## config.mk

```make
export PLATFORM = sky130hd
export DESIGN_NAME = circular_queue_fifo
export DESIGN_NICKNAME = d
export VERILOG_FILES = /design/src/rtl/core/cqf_pkg.sv /design/src/rtl/core/cqf_ram.sv /design/src/rtl/core/cqf_front.sv /design/src/rtl/core/cqf_back.sv /design/src/rtl/core/circular_queue_fifo.sv
export SDC_FILE = /design/constraint.sdc
export NUM_CORES = 1
export LEC_CHECK = 0
export BUFFER_PORTS_ARGS = -buffer_cell sky130_fd_sc_hd__buf_2
export CAP_MARGIN = 20
export CORE_MARGIN = 2
export CORE_UTILIZATION = 55
export DETAILED_ROUTE_END_ITERATION = 8
export PLACE_DENSITY_LB_ADDON = 0.25
export SLEW_MARGIN = 20
export SYNTH_ARGS = -nofsm -noshare
export SYNTH_HDL_FRONTEND = slang
export SYNTH_HIERARCHICAL = 1
export SYNTH_SLANG_ARGS = --single-unit
```

## constraint.sdc

```tcl
create_clock -name clk -period 5.4 [get_ports clk]
set_input_delay 0.27 -clock clk [delete_from_list [all_inputs] [get_ports clk]]
set_output_delay 0.27 -clock clk [all_outputs]
set_load 0.05 [all_outputs]
```

## src/rtl/core/cqf_pkg.sv

```systemverilog
// shared types, constants and index helpers for the circular queue fifo
// no dependencies; cqf_front, cqf_back and the top level refer to it by scoped names
package cqf_pkg;

    localparam int MAX_SLOTS = 16;
    localparam int IDX_W     = (MAX_SLOTS > 1) ? $clog2(MAX_SLOTS) : 1;
    localparam int LEN_W     = $clog2(MAX_SLOTS + 1);
    localparam int SIZE_W    = 5;
    localparam int WORD_W    = 32;
    localparam int FUNC_W    = 2;
    localparam int STATUS_W  = 2;

    typedef enum logic [FUNC_W-1:0] {
        FUNC_PUSH = 2'd0,
        FUNC_POP  = 2'd1,
        FUNC_SHOW = 2'd2
    } func_t;

    typedef enum logic [STATUS_W-1:0] {
        ST_OK    = 2'd0,
        ST_FULL  = 2'd1,
        ST_EMPTY = 2'd2
    } status_t;

    typedef enum logic [1:0] {
        OP_PUSH,
        OP_POP,
        OP_SHOW
    } op_t;

    typedef struct packed {
        op_t                      op;
        logic signed [WORD_W-1:0] word;
    } cmd_t;

    typedef enum logic [1:0] {
        BK_IDLE,
        BK_POP_WAIT,
        BK_SHOW
    } bk_state_t;

    // slot count in use, size clamped to 2 .. MAX_SLOTS
    function automatic logic [LEN_W-1:0] ring_len(input logic [SIZE_W-1:0] size);
        logic [LEN_W-1:0] len;
        if (int'(size) < 2)
            len = LEN_W'(2);
        else if (int'(size) > MAX_SLOTS)
            len = LEN_W'(MAX_SLOTS);
        else
            len = LEN_W'(size);
        return len;
    endfunction

    // index advance with wrap at the ring length
    function automatic logic [IDX_W-1:0] next_idx(input logic [IDX_W-1:0] idx,
                                                  input logic [LEN_W-1:0] len);
        logic [IDX_W-1:0] nxt;
        if (int'(idx) + 1 >= int'(len))
            nxt = '0;
        else
            nxt = idx + IDX_W'(1);
        return nxt;
    endfunction

endpackage

```

## src/rtl/core/cqf_ram.sv

```systemverilog
// generic single write port, single read port ram with registered read data
// no dependencies
module cqf_ram #(
    parameter int WIDTH = 32,
    parameter int DEPTH = 16
) (
    input  logic                             clk,
    input  logic                             wr_en,
    input  logic [$clog2(DEPTH)-1:0]         wr_addr,
    input  logic [WIDTH-1:0]                 wr_data,
    input  logic                             rd_en,
    input  logic [$clog2(DEPTH)-1:0]         rd_addr,
    output logic [WIDTH-1:0]                 rd_data
);

    logic [WIDTH-1:0] mem_reg [DEPTH];
    logic [WIDTH-1:0] rd_data_reg;

    always_ff @(posedge clk)
    begin
        if (wr_en)
        begin
            mem_reg[wr_addr] <= wr_data;
        end
        if (rd_en)
        begin
            rd_data_reg <= mem_reg[rd_addr];
        end
    end

    assign rd_data = rd_data_reg;

endmodule

```

## src/rtl/core/cqf_front.sv

```systemverilog
// front end: accepts items, classifies the operation, queues commands
// depends on cqf_pkg
module cqf_front (
    input  logic                              clk,
    input  logic                              rst_n,
    input  logic                              in_valid,
    output logic                              in_stall,
    input  logic [cqf_pkg::FUNC_W-1:0]        func,
    input  logic signed [cqf_pkg::WORD_W-1:0] push_value,
    output logic                              cmd_valid,
    output cqf_pkg::cmd_t                     cmd,
    input  logic                              cmd_take
);

    cqf_pkg::cmd_t entry_reg [2];
    logic          wr_ptr_reg;
    logic          rd_ptr_reg;
    logic [1:0]    count_reg;
    logic [1:0]    count_next;
    logic          accept;
    logic          enq;
    logic          deq;
    cqf_pkg::cmd_t new_cmd;
    logic          known_op;

    // classify, unused code is dropped here
    always_comb
    begin
        new_cmd.word = push_value;
        known_op     = 1'b1;
        case (func)
            cqf_pkg::FUNC_PUSH: new_cmd.op = cqf_pkg::OP_PUSH;
            cqf_pkg::FUNC_POP:  new_cmd.op = cqf_pkg::OP_POP;
            cqf_pkg::FUNC_SHOW: new_cmd.op = cqf_pkg::OP_SHOW;
            default:
            begin
                new_cmd.op = cqf_pkg::OP_PUSH;
                known_op   = 1'b0;
            end
        endcase
    end

    assign in_stall  = (count_reg == 2'd2);
    assign accept    = in_valid && !in_stall;
    assign enq       = accept && known_op;
    assign cmd_valid = (count_reg != 2'd0);
    assign deq       = cmd_valid && cmd_take;
    assign cmd       = entry_reg[rd_ptr_reg];

    always_comb
    begin
        count_next = count_reg;
        if (enq && !deq)
            count_next = count_reg + 2'd1;
        else if (deq && !enq)
            count_next = count_reg - 2'd1;
    end

    always_ff @(posedge clk or negedge rst_n)
    begin
        if (!rst_n)
        begin
            wr_ptr_reg <= 1'b0;
            rd_ptr_reg <= 1'b0;
            count_reg  <= 2'd0;
        end
        else
        begin
            count_reg <= count_next;
            if (enq)
                wr_ptr_reg <= !wr_ptr_reg;
            if (deq)
                rd_ptr_reg <= !rd_ptr_reg;
        end
    end

    always_ff @(posedge clk)
    begin
        if (enq)
        begin
            entry_reg[wr_ptr_reg] <= new_cmd;
        end
    end

endmodule

```

## src/rtl/core/cqf_back.sv

```systemverilog
// back end: ring indices, slot ram, show walk sequencer and result register
// depends on cqf_pkg and cqf_ram
module cqf_back (
    input  logic                               clk,
    input  logic                               rst_n,
    input  logic                               cmd_valid,
    input  cqf_pkg::cmd_t                      cmd,
    output logic                               cmd_take,
    input  logic                               cfg_valid,
    output logic                               cfg_ready,
    input  logic [cqf_pkg::SIZE_W-1:0]         queue_size,
    output logic                               out_valid,
    input  logic                               out_stall,
    output logic [cqf_pkg::STATUS_W-1:0]       status,
    output logic signed [cqf_pkg::WORD_W-1:0]  value,
    output logic                               is_last,
    output logic                               now_empty,
    output logic                               now_full
);

    cqf_pkg::bk_state_t              state_reg, state_next;
    logic [cqf_pkg::SIZE_W-1:0]      size_reg, size_next;
    logic [cqf_pkg::IDX_W-1:0]       head_reg, head_next;
    logic [cqf_pkg::IDX_W-1:0]       tail_reg, tail_next;
    logic [cqf_pkg::IDX_W-1:0]       walk_reg, walk_next;
    logic [cqf_pkg::LEN_W-1:0]       len;
    logic [cqf_pkg::IDX_W-1:0]       head_adv, tail_adv, walk_adv;
    logic                            empty_now, full_now, walk_done;
    logic                            out_free, cfg_fire;

    logic                            out_valid_reg, out_valid_next;
    cqf_pkg::status_t                status_reg;
    logic signed [cqf_pkg::WORD_W-1:0] value_reg;
    logic                            is_last_reg, now_empty_reg, now_full_reg;

    logic                            load;
    cqf_pkg::status_t                ld_status;
    logic signed [cqf_pkg::WORD_W-1:0] ld_value;
    logic                            ld_last;
    logic                            empty_after, full_after;

    logic                            wr_en, rd_en;
    logic [cqf_pkg::IDX_W-1:0]       wr_addr, rd_addr;
    logic [cqf_pkg::WORD_W-1:0]      rd_data;

    cqf_ram #(
        .WIDTH (cqf_pkg::WORD_W),
        .DEPTH (cqf_pkg::MAX_SLOTS)
    ) u_slots (
        .clk     (clk),
        .wr_en   (wr_en),
        .wr_addr (wr_addr),
        .wr_data (cmd.word),
        .rd_en   (rd_en),
        .rd_addr (rd_addr),
        .rd_data (rd_data)
    );

    assign len       = cqf_pkg::ring_len(size_reg);
    assign head_adv  = cqf_pkg::next_idx(head_reg, len);
    assign tail_adv  = cqf_pkg::next_idx(tail_reg, len);
    assign walk_adv  = cqf_pkg::next_idx(walk_reg, len);
    assign empty_now = (head_reg == tail_reg);
    assign full_now  = (tail_adv == head_reg);
    assign walk_done = (walk_reg == tail_reg);
    assign out_free  = !out_valid_reg || !out_stall;
    assign cfg_ready = (state_reg == cqf_pkg::BK_IDLE) && !cmd_valid;
    assign cfg_fire  = cfg_valid && cfg_ready;

    // next state
    always_comb
    begin
        state_next = state_reg;
        case (state_reg)
            cqf_pkg::BK_IDLE:
            begin
                if (!cfg_fire && cmd_valid && !empty_now)
                begin
                    if (cmd.op == cqf_pkg::OP_POP)
                        state_next = cqf_pkg::BK_POP_WAIT;
                    else if (cmd.op == cqf_pkg::OP_SHOW)
                        state_next = cqf_pkg::BK_SHOW;
                end
            end
            cqf_pkg::BK_POP_WAIT:
            begin
                if (out_free)
                    state_next = cqf_pkg::BK_IDLE;
            end
            cqf_pkg::BK_SHOW:
            begin
                if (out_free && walk_done)
                    state_next = cqf_pkg::BK_IDLE;
            end
            default: state_next = cqf_pkg::BK_IDLE;
        endcase
    end

    // datapath controls and result load
    always_comb
    begin
        head_next = head_reg;
        tail_next = tail_reg;
        walk_next = walk_reg;
        size_next = size_reg;
        wr_en     = 1'b0;
        wr_addr   = tail_adv;
        rd_en     = 1'b0;
        rd_addr   = head_adv;
        cmd_take  = 1'b0;
        load      = 1'b0;
        ld_status = cqf_pkg::ST_OK;
        ld_value  = '0;
        ld_last   = 1'b1;
        case (state_reg)
            cqf_pkg::BK_IDLE:
            begin
                if (cfg_fire)
                begin
                    size_next = queue_size;
                    head_next = '0;
                    tail_next = '0;
                end
                else if (cmd_valid)
                begin
                    case (cmd.op)
                        cqf_pkg::OP_PUSH:
                        begin
                            if (out_free)
                            begin
                                cmd_take = 1'b1;
                                load     = 1'b1;
                                if (full_now)
                                    ld_status = cqf_pkg::ST_FULL;
                                else
                                begin
                                    wr_en     = 1'b1;
                                    tail_next = tail_adv;
                                end
                            end
                        end
                        cqf_pkg::OP_POP, cqf_pkg::OP_SHOW:
                        begin
                            if (empty_now)
                            begin
                                if (out_free)
                                begin
                                    cmd_take  = 1'b1;
                                    load      = 1'b1;
                                    ld_status = cqf_pkg::ST_EMPTY;
                                end
                            end
                            else
                            begin
                                cmd_take = 1'b1;
                                rd_en    = 1'b1;
                                rd_addr  = head_adv;
                                if (cmd.op == cqf_pkg::OP_POP)
                                    head_next = head_adv;
                                else
                                    walk_next = head_adv;
                            end
                        end
                        default: ;
                    endcase
                end
            end
            cqf_pkg::BK_POP_WAIT:
            begin
                if (out_free)
                begin
                    load     = 1'b1;
                    ld_value = rd_data;
                end
            end
            cqf_pkg::BK_SHOW:
            begin
                if (out_free)
                begin
                    load     = 1'b1;
                    ld_value = rd_data;
                    ld_last  = walk_done;
                    if (!walk_done)
                    begin
                        walk_next = walk_adv;
                        rd_en     = 1'b1;
                        rd_addr   = walk_adv;
                    end
                end
            end
            default: ;
        endcase
    end

    assign empty_after    = (head_next == tail_next);
    assign full_after     = (cqf_pkg::next_idx(tail_next, len) == head_next);
    assign out_valid_next = load || (out_valid_reg && out_stall);

    always_ff @(posedge clk or negedge rst_n)
    begin
        if (!rst_n)
        begin
            state_reg     <= cqf_pkg::BK_IDLE;
            size_reg      <= cqf_pkg::SIZE_W'(cqf_pkg::MAX_SLOTS);
            head_reg      <= '0;
            tail_reg      <= '0;
            walk_reg      <= '0;
            out_valid_reg <= 1'b0;
        end
        else
        begin
            state_reg     <= state_next;
            size_reg      <= size_next;
            head_reg      <= head_next;
            tail_reg      <= tail_next;
            walk_reg      <= walk_next;
            out_valid_reg <= out_valid_next;
        end
    end

    always_ff @(posedge clk)
    begin
        if (load)
        begin
            status_reg    <= ld_status;
            value_reg     <= ld_value;
            is_last_reg   <= ld_last;
            now_empty_reg <= empty_after;
            now_full_reg  <= full_after;
        end
    end

    assign out_valid = out_valid_reg;
    assign status    = status_reg;
    assign value     = value_reg;
    assign is_last   = is_last_reg;
    assign now_empty = now_empty_reg;
    assign now_full  = now_full_reg;

    // indices stay inside the ring in use
    a_idx_in_ring: assert property (@(posedge clk) disable iff (!rst_n)
        (int'(head_reg) < int'(len)) && (int'(tail_reg) < int'(len)))
        else $error("ring index beyond slot count");

    // a slot is never written over the oldest word
    a_no_write_full: assert property (@(posedge clk) disable iff (!rst_n)
        wr_en |-> !full_now)
        else $error("write into full ring");

    // no write while a pop or show read is in flight
    a_no_write_busy: assert property (@(posedge clk) disable iff (!rst_n)
        (state_reg != cqf_pkg::BK_IDLE) |-> !wr_en)
        else $error("write during read sequence");

    // an empty report always carries the empty flag
    a_empty_flag: assert property (@(posedge clk) disable iff (!rst_n)
        (out_valid_reg && status_reg == cqf_pkg::ST_EMPTY) |-> now_empty_reg)
        else $error("empty status without empty flag");

    // a size write empties the ring
    a_cfg_clears: assert property (@(posedge clk) disable iff (!rst_n)
        cfg_fire |=> (head_reg == '0) && (tail_reg == '0))
        else $error("size write left ring non-empty");

endmodule

```

## src/rtl/core/circular_queue_fifo.sv

```systemverilog
// top level of the circular queue fifo: ring buffer of signed 32-bit words
// depends on cqf_pkg, cqf_front, cqf_back (which holds cqf_ram)
//
// input channel in_valid/in_stall: func (0 push, 1 pop, 2 show) and
//   push_value; an item is taken with in_valid high and in_stall low;
//   func code 3 is taken and dropped with no result
// output channel out_valid/out_stall: status, value, is_last, now_empty,
//   now_full; a result is taken with out_valid high and out_stall low
// size port cfg_valid/cfg_ready, queue_size: slot count clamped to 2..16,
//   also empties the ring; ready only when no item is queued or in progress
// flow: items pass a two-entry command queue, then the back end
//   push: handled in the back end idle state, which loads the result register,
//   so pushes run at one per cycle while out_stall is low
//   pop: slot ram read in the idle state, then the result load in the pop wait state
//   show: one registered ram read per word, one result per word
// reset clears the indices (ring empty), sets the size to 16, drops any
//   pending result and queued command; slot contents are left as they are
// a stalled result holds; the back end waits on it and the command queue
//   takes items until both entries are full, then raises in_stall
module circular_queue_fifo (
    input  logic                               clk,
    input  logic                               rst_n,
    // item channel
    input  logic                               in_valid,
    output logic                               in_stall,
    input  logic [cqf_pkg::FUNC_W-1:0]         func,
    input  logic signed [cqf_pkg::WORD_W-1:0]  push_value,
    // result channel
    output logic                               out_valid,
    input  logic                               out_stall,
    output logic [cqf_pkg::STATUS_W-1:0]       status,
    output logic signed [cqf_pkg::WORD_W-1:0]  value,
    output logic                               is_last,
    output logic                               now_empty,
    output logic                               now_full,
    // size register write
    input  logic                               cfg_valid,
    output logic                               cfg_ready,
    input  logic [cqf_pkg::SIZE_W-1:0]         queue_size
);

    // command hand-off between front and back
    logic          cmd_valid;
    cqf_pkg::cmd_t cmd;
    logic          cmd_take;

    // front: takes items, drops unknown codes, buffers two commands
    cqf_front u_front (
        .clk        (clk),
        .rst_n      (rst_n),
        .in_valid   (in_valid),
        .in_stall   (in_stall),
        .func       (func),
        .push_value (push_value),
        .cmd_valid  (cmd_valid),
        .cmd        (cmd),
        .cmd_take   (cmd_take)
    );

    // back: ring state, slot ram, show walk and result register
    cqf_back u_back (
        .clk        (clk),
        .rst_n      (rst_n),
        .cmd_valid  (cmd_valid),
        .cmd        (cmd),
        .cmd_take   (cmd_take),
        .cfg_valid  (cfg_valid),
        .cfg_ready  (cfg_ready),
        .queue_size (queue_size),
        .out_valid  (out_valid),
        .out_stall  (out_stall),
        .status     (status),
        .value      (value),
        .is_last    (is_last),
        .now_empty  (now_empty),
        .now_full   (now_full)
    );

endmodule

```

======== Word-level counts from Yosys, hierarchy flattened ========
Memory sizes are Yosys's and may differ from the RTL's. A register that Yosys moved wholly into a read port is not among the register bits.
Cells that the tools add are included.
word-level totals
  memory bits (writable) .................. 580
  output and inout bits ................... 40
  input port bits ......................... 44
  memories kept ........................... 2
  logic and storage cells ................. 167
  register bits after elaboration ......... 61
cells by class
  add/sub/neg operators ................... 10
  bitwise operators ....................... 2
  mux-type cells .......................... 72
  eq/ne operators ......................... 23
  magnitude comparators ................... 6
  reductions and logical operators ........ 38
memories
  name                    words  bits a word  read ports  clocked after memory_dff  write ports  line             source
  u_back.u_slots.mem_reg  16     32           1           1                         1            cqf_ram.sv:16    logic [WIDTH-1:0] mem_reg [DEPTH];
  u_front.entry_reg       2      34           1           0                         1            cqf_front.sv:15  cqf_pkg::cmd_t entry_reg [2];
operator list
  kind                   count
  $ge A32 B6 Y1          4
  $mux W4                26
  $mux W1                26
  $add A4 B1 Y5 const B  4
  $eq A4 B4 Y1           5
  $mux W2                10
  $add A4 B1 Y4 const B  4
  $ne A2 B2 Y1 const B   6
  $logic_and A1 B1 Y1    11
  $logic_not A1 Y1       10
  $mux W5                2
  $eq A2 B2 Y1 const B   4
  $ne A2 B1 Y1 const B   4
  $pmux W1 S2            4
  $pmux W2 S2            2
  $pmux W4 S2            1
  $reduce_and A8 Y1      1
  $eq A2 B1 Y1 const B   3
  $logic_not A2 Y1       3
  $pmux W2 S3            1
  $reduce_and A2 Y1      3
  $reduce_bool A2 Y1     3
  $reduce_or A3 Y1       2
  $gt A5 B5 Y1 const B   1
  8 further kinds        11

======== Longest topological paths before layout ========
  word-level depth ........................ 16
  depth in mapped cells ................... 25
  depth with buffers taken out ............ 22

======== Cells and area by module ========
Netlist, hierarchy kept.
modules (own cells, without submodules)
  module     area each (um2)  cells an instance  times used  seq. area each (um2)
  cqf_ram    20155.6          838                1           16335.7
  cqf_back   3621.0           352                1           1612.8
  cqf_front  2837.7           128                1           2142.1

======== Worst setup path before layout ========
OpenSTA, ideal clock, no wires.
  path type ............................... register -> register
  start point ............................. register u_back/tail_reg[1] (netlist bit)
  end point ............................... memory u_back.u_slots.mem_reg[0][0], enable pin
  path slack .............................. -0.323 ns
  required time ........................... 4.939 ns
  setup time .............................. 0.461 ns
  stages on the path, launching flop included .. 13
  arrival ................................. 5.262 ns
  clock period less this slack ............ 5.723 ns
  path buffers ............................ 1
  cells stage by stage .................... dfrtp_1 ha_1 xnor2_1 inv_1 ha_1 a211oi_2 o221ai_1 or3_1 and4_1 buf_2 a21oi_2 or3b_2 nor3_1
on the way
  longest elaborated chain between the ends .. 12
  elaborated cells on any way between the ends .. 13
  those cells by class .................... add/sub (2); order compare (1); eq/ne (1); mux (9)
RTL lines
  item                             line             source
  start: declaration               cqf_back.sv:24   logic [cqf_pkg::IDX_W-1:0] tail_reg, tail_next;
  start signal: assignment         cqf_back.sv:215  tail_reg <= tail_next;
  $add A4 B1 Y5                    cqf_pkg.sv:58    if (int'(idx) + 1 >= int'(len))
  $ge A32 B6 Y1                    cqf_pkg.sv:58
  $mux W4 *                        cqf_pkg.sv:58
  $eq A4 B4 Y1 *                   cqf_back.sv:64   assign full_now = (tail_adv == head_reg);
  $mux W1 *                        cqf_back.sv:133  if (full_now)
  $mux W1 *                        cqf_back.sv:129  if (out_free)
  $mux W1 *                        cqf_back.sv:126  case (cmd.op)
  $mux W1 *                        cqf_back.sv:124  else if (cmd_valid)
  $mux W1 *                        cqf_back.sv:118  if (cfg_fire)
  $mux W1 *                        cqf_back.sv:115  case (state_reg)
  named net u_back.wr_en           cqf_back.sv:42   logic wr_en, rd_en;
  $mux W1 *                        cqf_ram.sv:21    if (wr_en)
  $mux W1 (implied by the code) *  cqf_ram.sv:23    mem_reg[wr_addr] <= wr_data;
  end: declaration                 cqf_ram.sv:16
The timed path passes the listed nets; every way through them passes the cells marked *.

======== Final worst setup path ========
  start point ............................. register u_back/tail_reg[0] (netlist bit)
  end point ............................... register u_back.now_full_reg, in the netlist u_back/now_full, data pin
on the way
  longest elaborated chain between the ends .. 14
  elaborated cells on any way between the ends .. 22
  those cells by class .................... add/sub (4); order compare (2); eq/ne (3); mux (13)
RTL lines
  item                                  line             source
  $add A4 B1 Y5                         cqf_pkg.sv:58
  $ge A32 B6 Y1                         cqf_pkg.sv:58
  $mux W4                               cqf_pkg.sv:58
  $eq A4 B4 Y1                          cqf_back.sv:64
  $mux W4                               cqf_back.sv:133
  $mux W4                               cqf_back.sv:129
  $mux W4                               cqf_back.sv:126
  $mux W4                               cqf_back.sv:124
  $mux W4                               cqf_back.sv:118
  $mux W4 *                             cqf_back.sv:115
  named net u_back.tail_next (one bit)  cqf_back.sv:24
  $add A4 B1 Y5                         cqf_pkg.sv:58
  $ge A32 B6 Y1                         cqf_pkg.sv:58
  $mux W4 *                             cqf_pkg.sv:58
  $eq A4 B4 Y1 *                        cqf_back.sv:196  assign full_after = (cqf_pkg::next_idx(tail_next, len) == head_next);
  named net u_back.full_after           cqf_back.sv:40   logic empty_after, full_after;
  end signal: assignment                cqf_back.sv:229  now_full_reg <= full_after;
  end: declaration                      cqf_back.sv:34   logic is_last_reg, now_empty_reg, now_full_reg;
Marks and branches as above.
A chain may end at the register's enable or synchronous reset.

==> metrics.txt <==
commonest non-fill, non-tap cell in the layout edfxtp_1; Root Driver clkbuf_16; DRC 0; clk sinks 673; worst-path cell chain ha_2, xnor2_2, inv_2, ha_4, a211oi_4, o221ai_2, or3_1, and4_4, buf_4, a2111oi_1, a21o_1, ha_2, o21ai_1, and2_4, ha_1, a21o_1, a21o_1, a21o_1, or4_1, mux2i_1, o21bai_1, o32ai_2; row count 80; post-route insts no fill about 2.2k; Worst Max-Slew Pin Slew 1.14 ns; Core Box Area between 0.04 and 0.05 mm2; Inserted Clock Buffers 68; largest net degree at the start of global routing about 80; Initial Util a little under three fifths; max reg flops 512; DRT iter0 DRCs 1,527; clock buffer depth 3; Hold Crit Class input pin to flip-flop; cell depth of the worst setup path 22; final hold violation count 0; CTS tree done; Post-synth EDFFs about 650; Post-Synthesis Cells around 1.3k; clock latency on the worst-skew pair 0.60 ns; ant diodes 0; initial antenna violation count 0; syn nets 1,395; Post-DP HPWL roughly 30 mm; status finished clean; H-tree depth 3; final WL about 56 mm; leak pwr 0.0105 uW; CTS clk-pin slew, worst paths roughly 0.06 ns; worst flop-to-flop path startpoint u_back/tail_reg[0]; vias in the first global route about 14k; Crit path top cell by count a21o_1; WHS 0.0630 ns; Netlist cell types between 60 and 70; R2R depth 22; CP max stage cell dfrtp_1; area growth from synthesis to layout 16.2%; Final setup viols 0; # nets final 1,594; Final Skew between 0.02 and 0.03 ns; post-route clock period utilization approximately 97%; layout cells sized above 1 between 20% and 30%; sequential share of the synthesized area 75.5%; die extent in y around 220 um; R2R setup slack 0.14 ns; fin util 64.8%; CP Max Fanout 5; crit end category flip-flop; Total GRT Usage a little under a quarter; power density cells just under 700 mW/mm2; Slew Limit Fails 0; CP top delay family compound AO/OA/AOI/OAI gates; Post-synth ARST share under 10%; Wirelength per Cell about 26 um; Cell Area, Synth ~0.027 mm2; Highest Clock Rate roughly 190 MHz; CP required about 5.8 ns; Peak VDD IR between 0.4 and 0.5 mV; Worst Path Buf+Inv 2; Syn. warnings 6; GPL Wtd Cong around 0.87; Pre-antenna DRT Iters 5; Yosys reg bits 673; grt ovf 0; syn avg cell area 20.2 um2; top_reg_cell synth edfxtp_1; number of fill cells approximately 3.2k; reg2reg end u_back/now_full; hold path depth 3; minimum clock period around 5.3 ns; io pins 84; drt via density ~6.1; Port Buffers 83; Die Wd about 220 um; hold_sp cfg_valid; crit start category flip-flop; post-route ant nets 0; full die area between 0.05 and 0.06 mm2; first-pass GRT wire length 83.9 mm; Max-slew headroom about a quarter; vias roughly 13k; most frequent cells in the layout edfxtp_1, mux4_2, buf_2; placed cell count ~2k; Crit Path Category flip-flop to flip-flop; Worst Hold Path EP u_back/tail_reg[1]; crit-path max cell delay ~0.43 ns; WP data arrival about 5.7 ns; Max-cap violations 0
==> synthesized netlist by cell type (4+ instances only) <==
library cell | number | share of area (%)
nor2b_1 | 9 | 0.21
ha_1 | 33 | 1.6
a21o_1 | 7 | 0.20
nor3_1 | 5 | 0.094
o21ai_0 | 20 | 0.38
mux2_2 | 10 | 0.42
o211ai_1 | 5 | 0.14
dfrtp_1 | 23 | 2.2
or3_1 | 6 | 0.14
a31oi_1 | 7 | 0.16
inv_1 | 21 | 0.30
xor2_1 | 9 | 0.30
and3_1 | 39 | 0.92
mux2_4 | 29 | 1.6
buf_1 | 10 | 0.14
clkbuf_1 | 28 | 0.39
buf_4 | 11 | 0.31
xnor2_1 | 13 | 0.43
a21oi_1 | 14 | 0.26
and2_1 | 5 | 0.12
a22oi_1 | 64 | 1.8
nor2_1 | 29 | 0.41
edfxtp_1 | 649 | 73
nand2b_1 | 9 | 0.21
nand3_1 | 7 | 0.13
nand4_1 | 6 | 0.14
nand2_1 | 55 | 0.78
mux2i_1 | 4 | 0.15
mux4_2 | 128 | 11
buf_2 | 12 | 0.23
==> report_power, final <==
| group | internal [uW] | total, uW | switching [uW] |
|---|---|---|---|
| Combinational | 4030 | 9240 | 5200 |
| Clock | 2580 | 4470 | 1890 |
| Sequential | 7110 | 7330 | 219 |
| Total | 13700 | 21000 | 7310 |
==> kinds of logic (layout without fill, tap and decap cells) <==
family                     count (synthesis)  after routing  synth area share (%)
and+or+nand+nor                          188            188                  3.69
buffers and inverters                     86            337                  1.64
xor gates and xnor gates                  22             22                 0.724
AOI/OAI and AO/OA                        145            145                  3.87
adders and majority gates                 33             33                  1.55
DFF                                      673            673                  75.5
muxes                                    171            171                  13.0
==> how the worst max path moves through the flow <==
stage,end,startpoint,slack [ns]
floorplan,u_back/u_slots/mem_reg[4][0],u_back/tail_reg[1],0.002
global placement,u_back/now_full,u_back/tail_reg[0],0.06
detailed placement,u_back/now_full,u_back/tail_reg[1],-0.06
CTS,u_back/now_full,u_back/tail_reg[0],0.02
global route,u_back/now_full,u_back/tail_reg[0],-0.1
finish,u_back/now_full,u_back/tail_reg[0],0.14
==> cell type report <==
type,instances,area (um2),share of cell area (%)
flip-flops and latches,673,20100,65.0
multi-input cells,559,6370,20.6
clock buffers,84,1800,5.84
repair buffers,194,1490,4.82
well taps,615,769,2.49
clock inverters,38,313,1.01
inverters,21,78.8,0.255
==> per-stage QoR <==
step           TNS (ns)  setup WS [ns]  total power [uW]  cell area (um2)
2_1_floorplan         0        0.00240             14200            26600
3_3_place_gp          0         0.0625             16400            28200
3_5_place_dp    -0.0568        -0.0568             16500            28200
4_1_cts               0         0.0178             21100            30800
5_1_grt         -0.0995        -0.0995             22100            30900
6_report              0          0.144             21000            30900
==> worst reg2reg max path: cells and delay by family (launching register included) <==
family	cells	cell delay (ns)
simple gates	4	1.19
mux	1	0.18
buf+inv	2	0.23
flops	1	0.43
xor+xnor	1	0.16
fa+ha+maj	4	0.92
compound gates	10	1.98
==> repair_timing <==
item / in CTS / in global routing
hold buffers: 42 / 0
resized for setup: 3 / 19
endpoints found under the setup margin: 1 / 1
pin swaps: 6 / 13
setup buffers: 4 / 6
endpoints found under the hold margin: 98 / 0
==> metal layers <==
metal / track usage, % / part of all wire [%] / vias to the layer above
li1: - / - / 5814
met1: 32.2 / 42 / 7003
met2: 37.6 / 49 / 484
met3: 4.28 / 6.6 / 91
met4: 6.41 / 2.2 / 0
met5: 0 / 0 / -
Power figures use the tool's default switching activity.
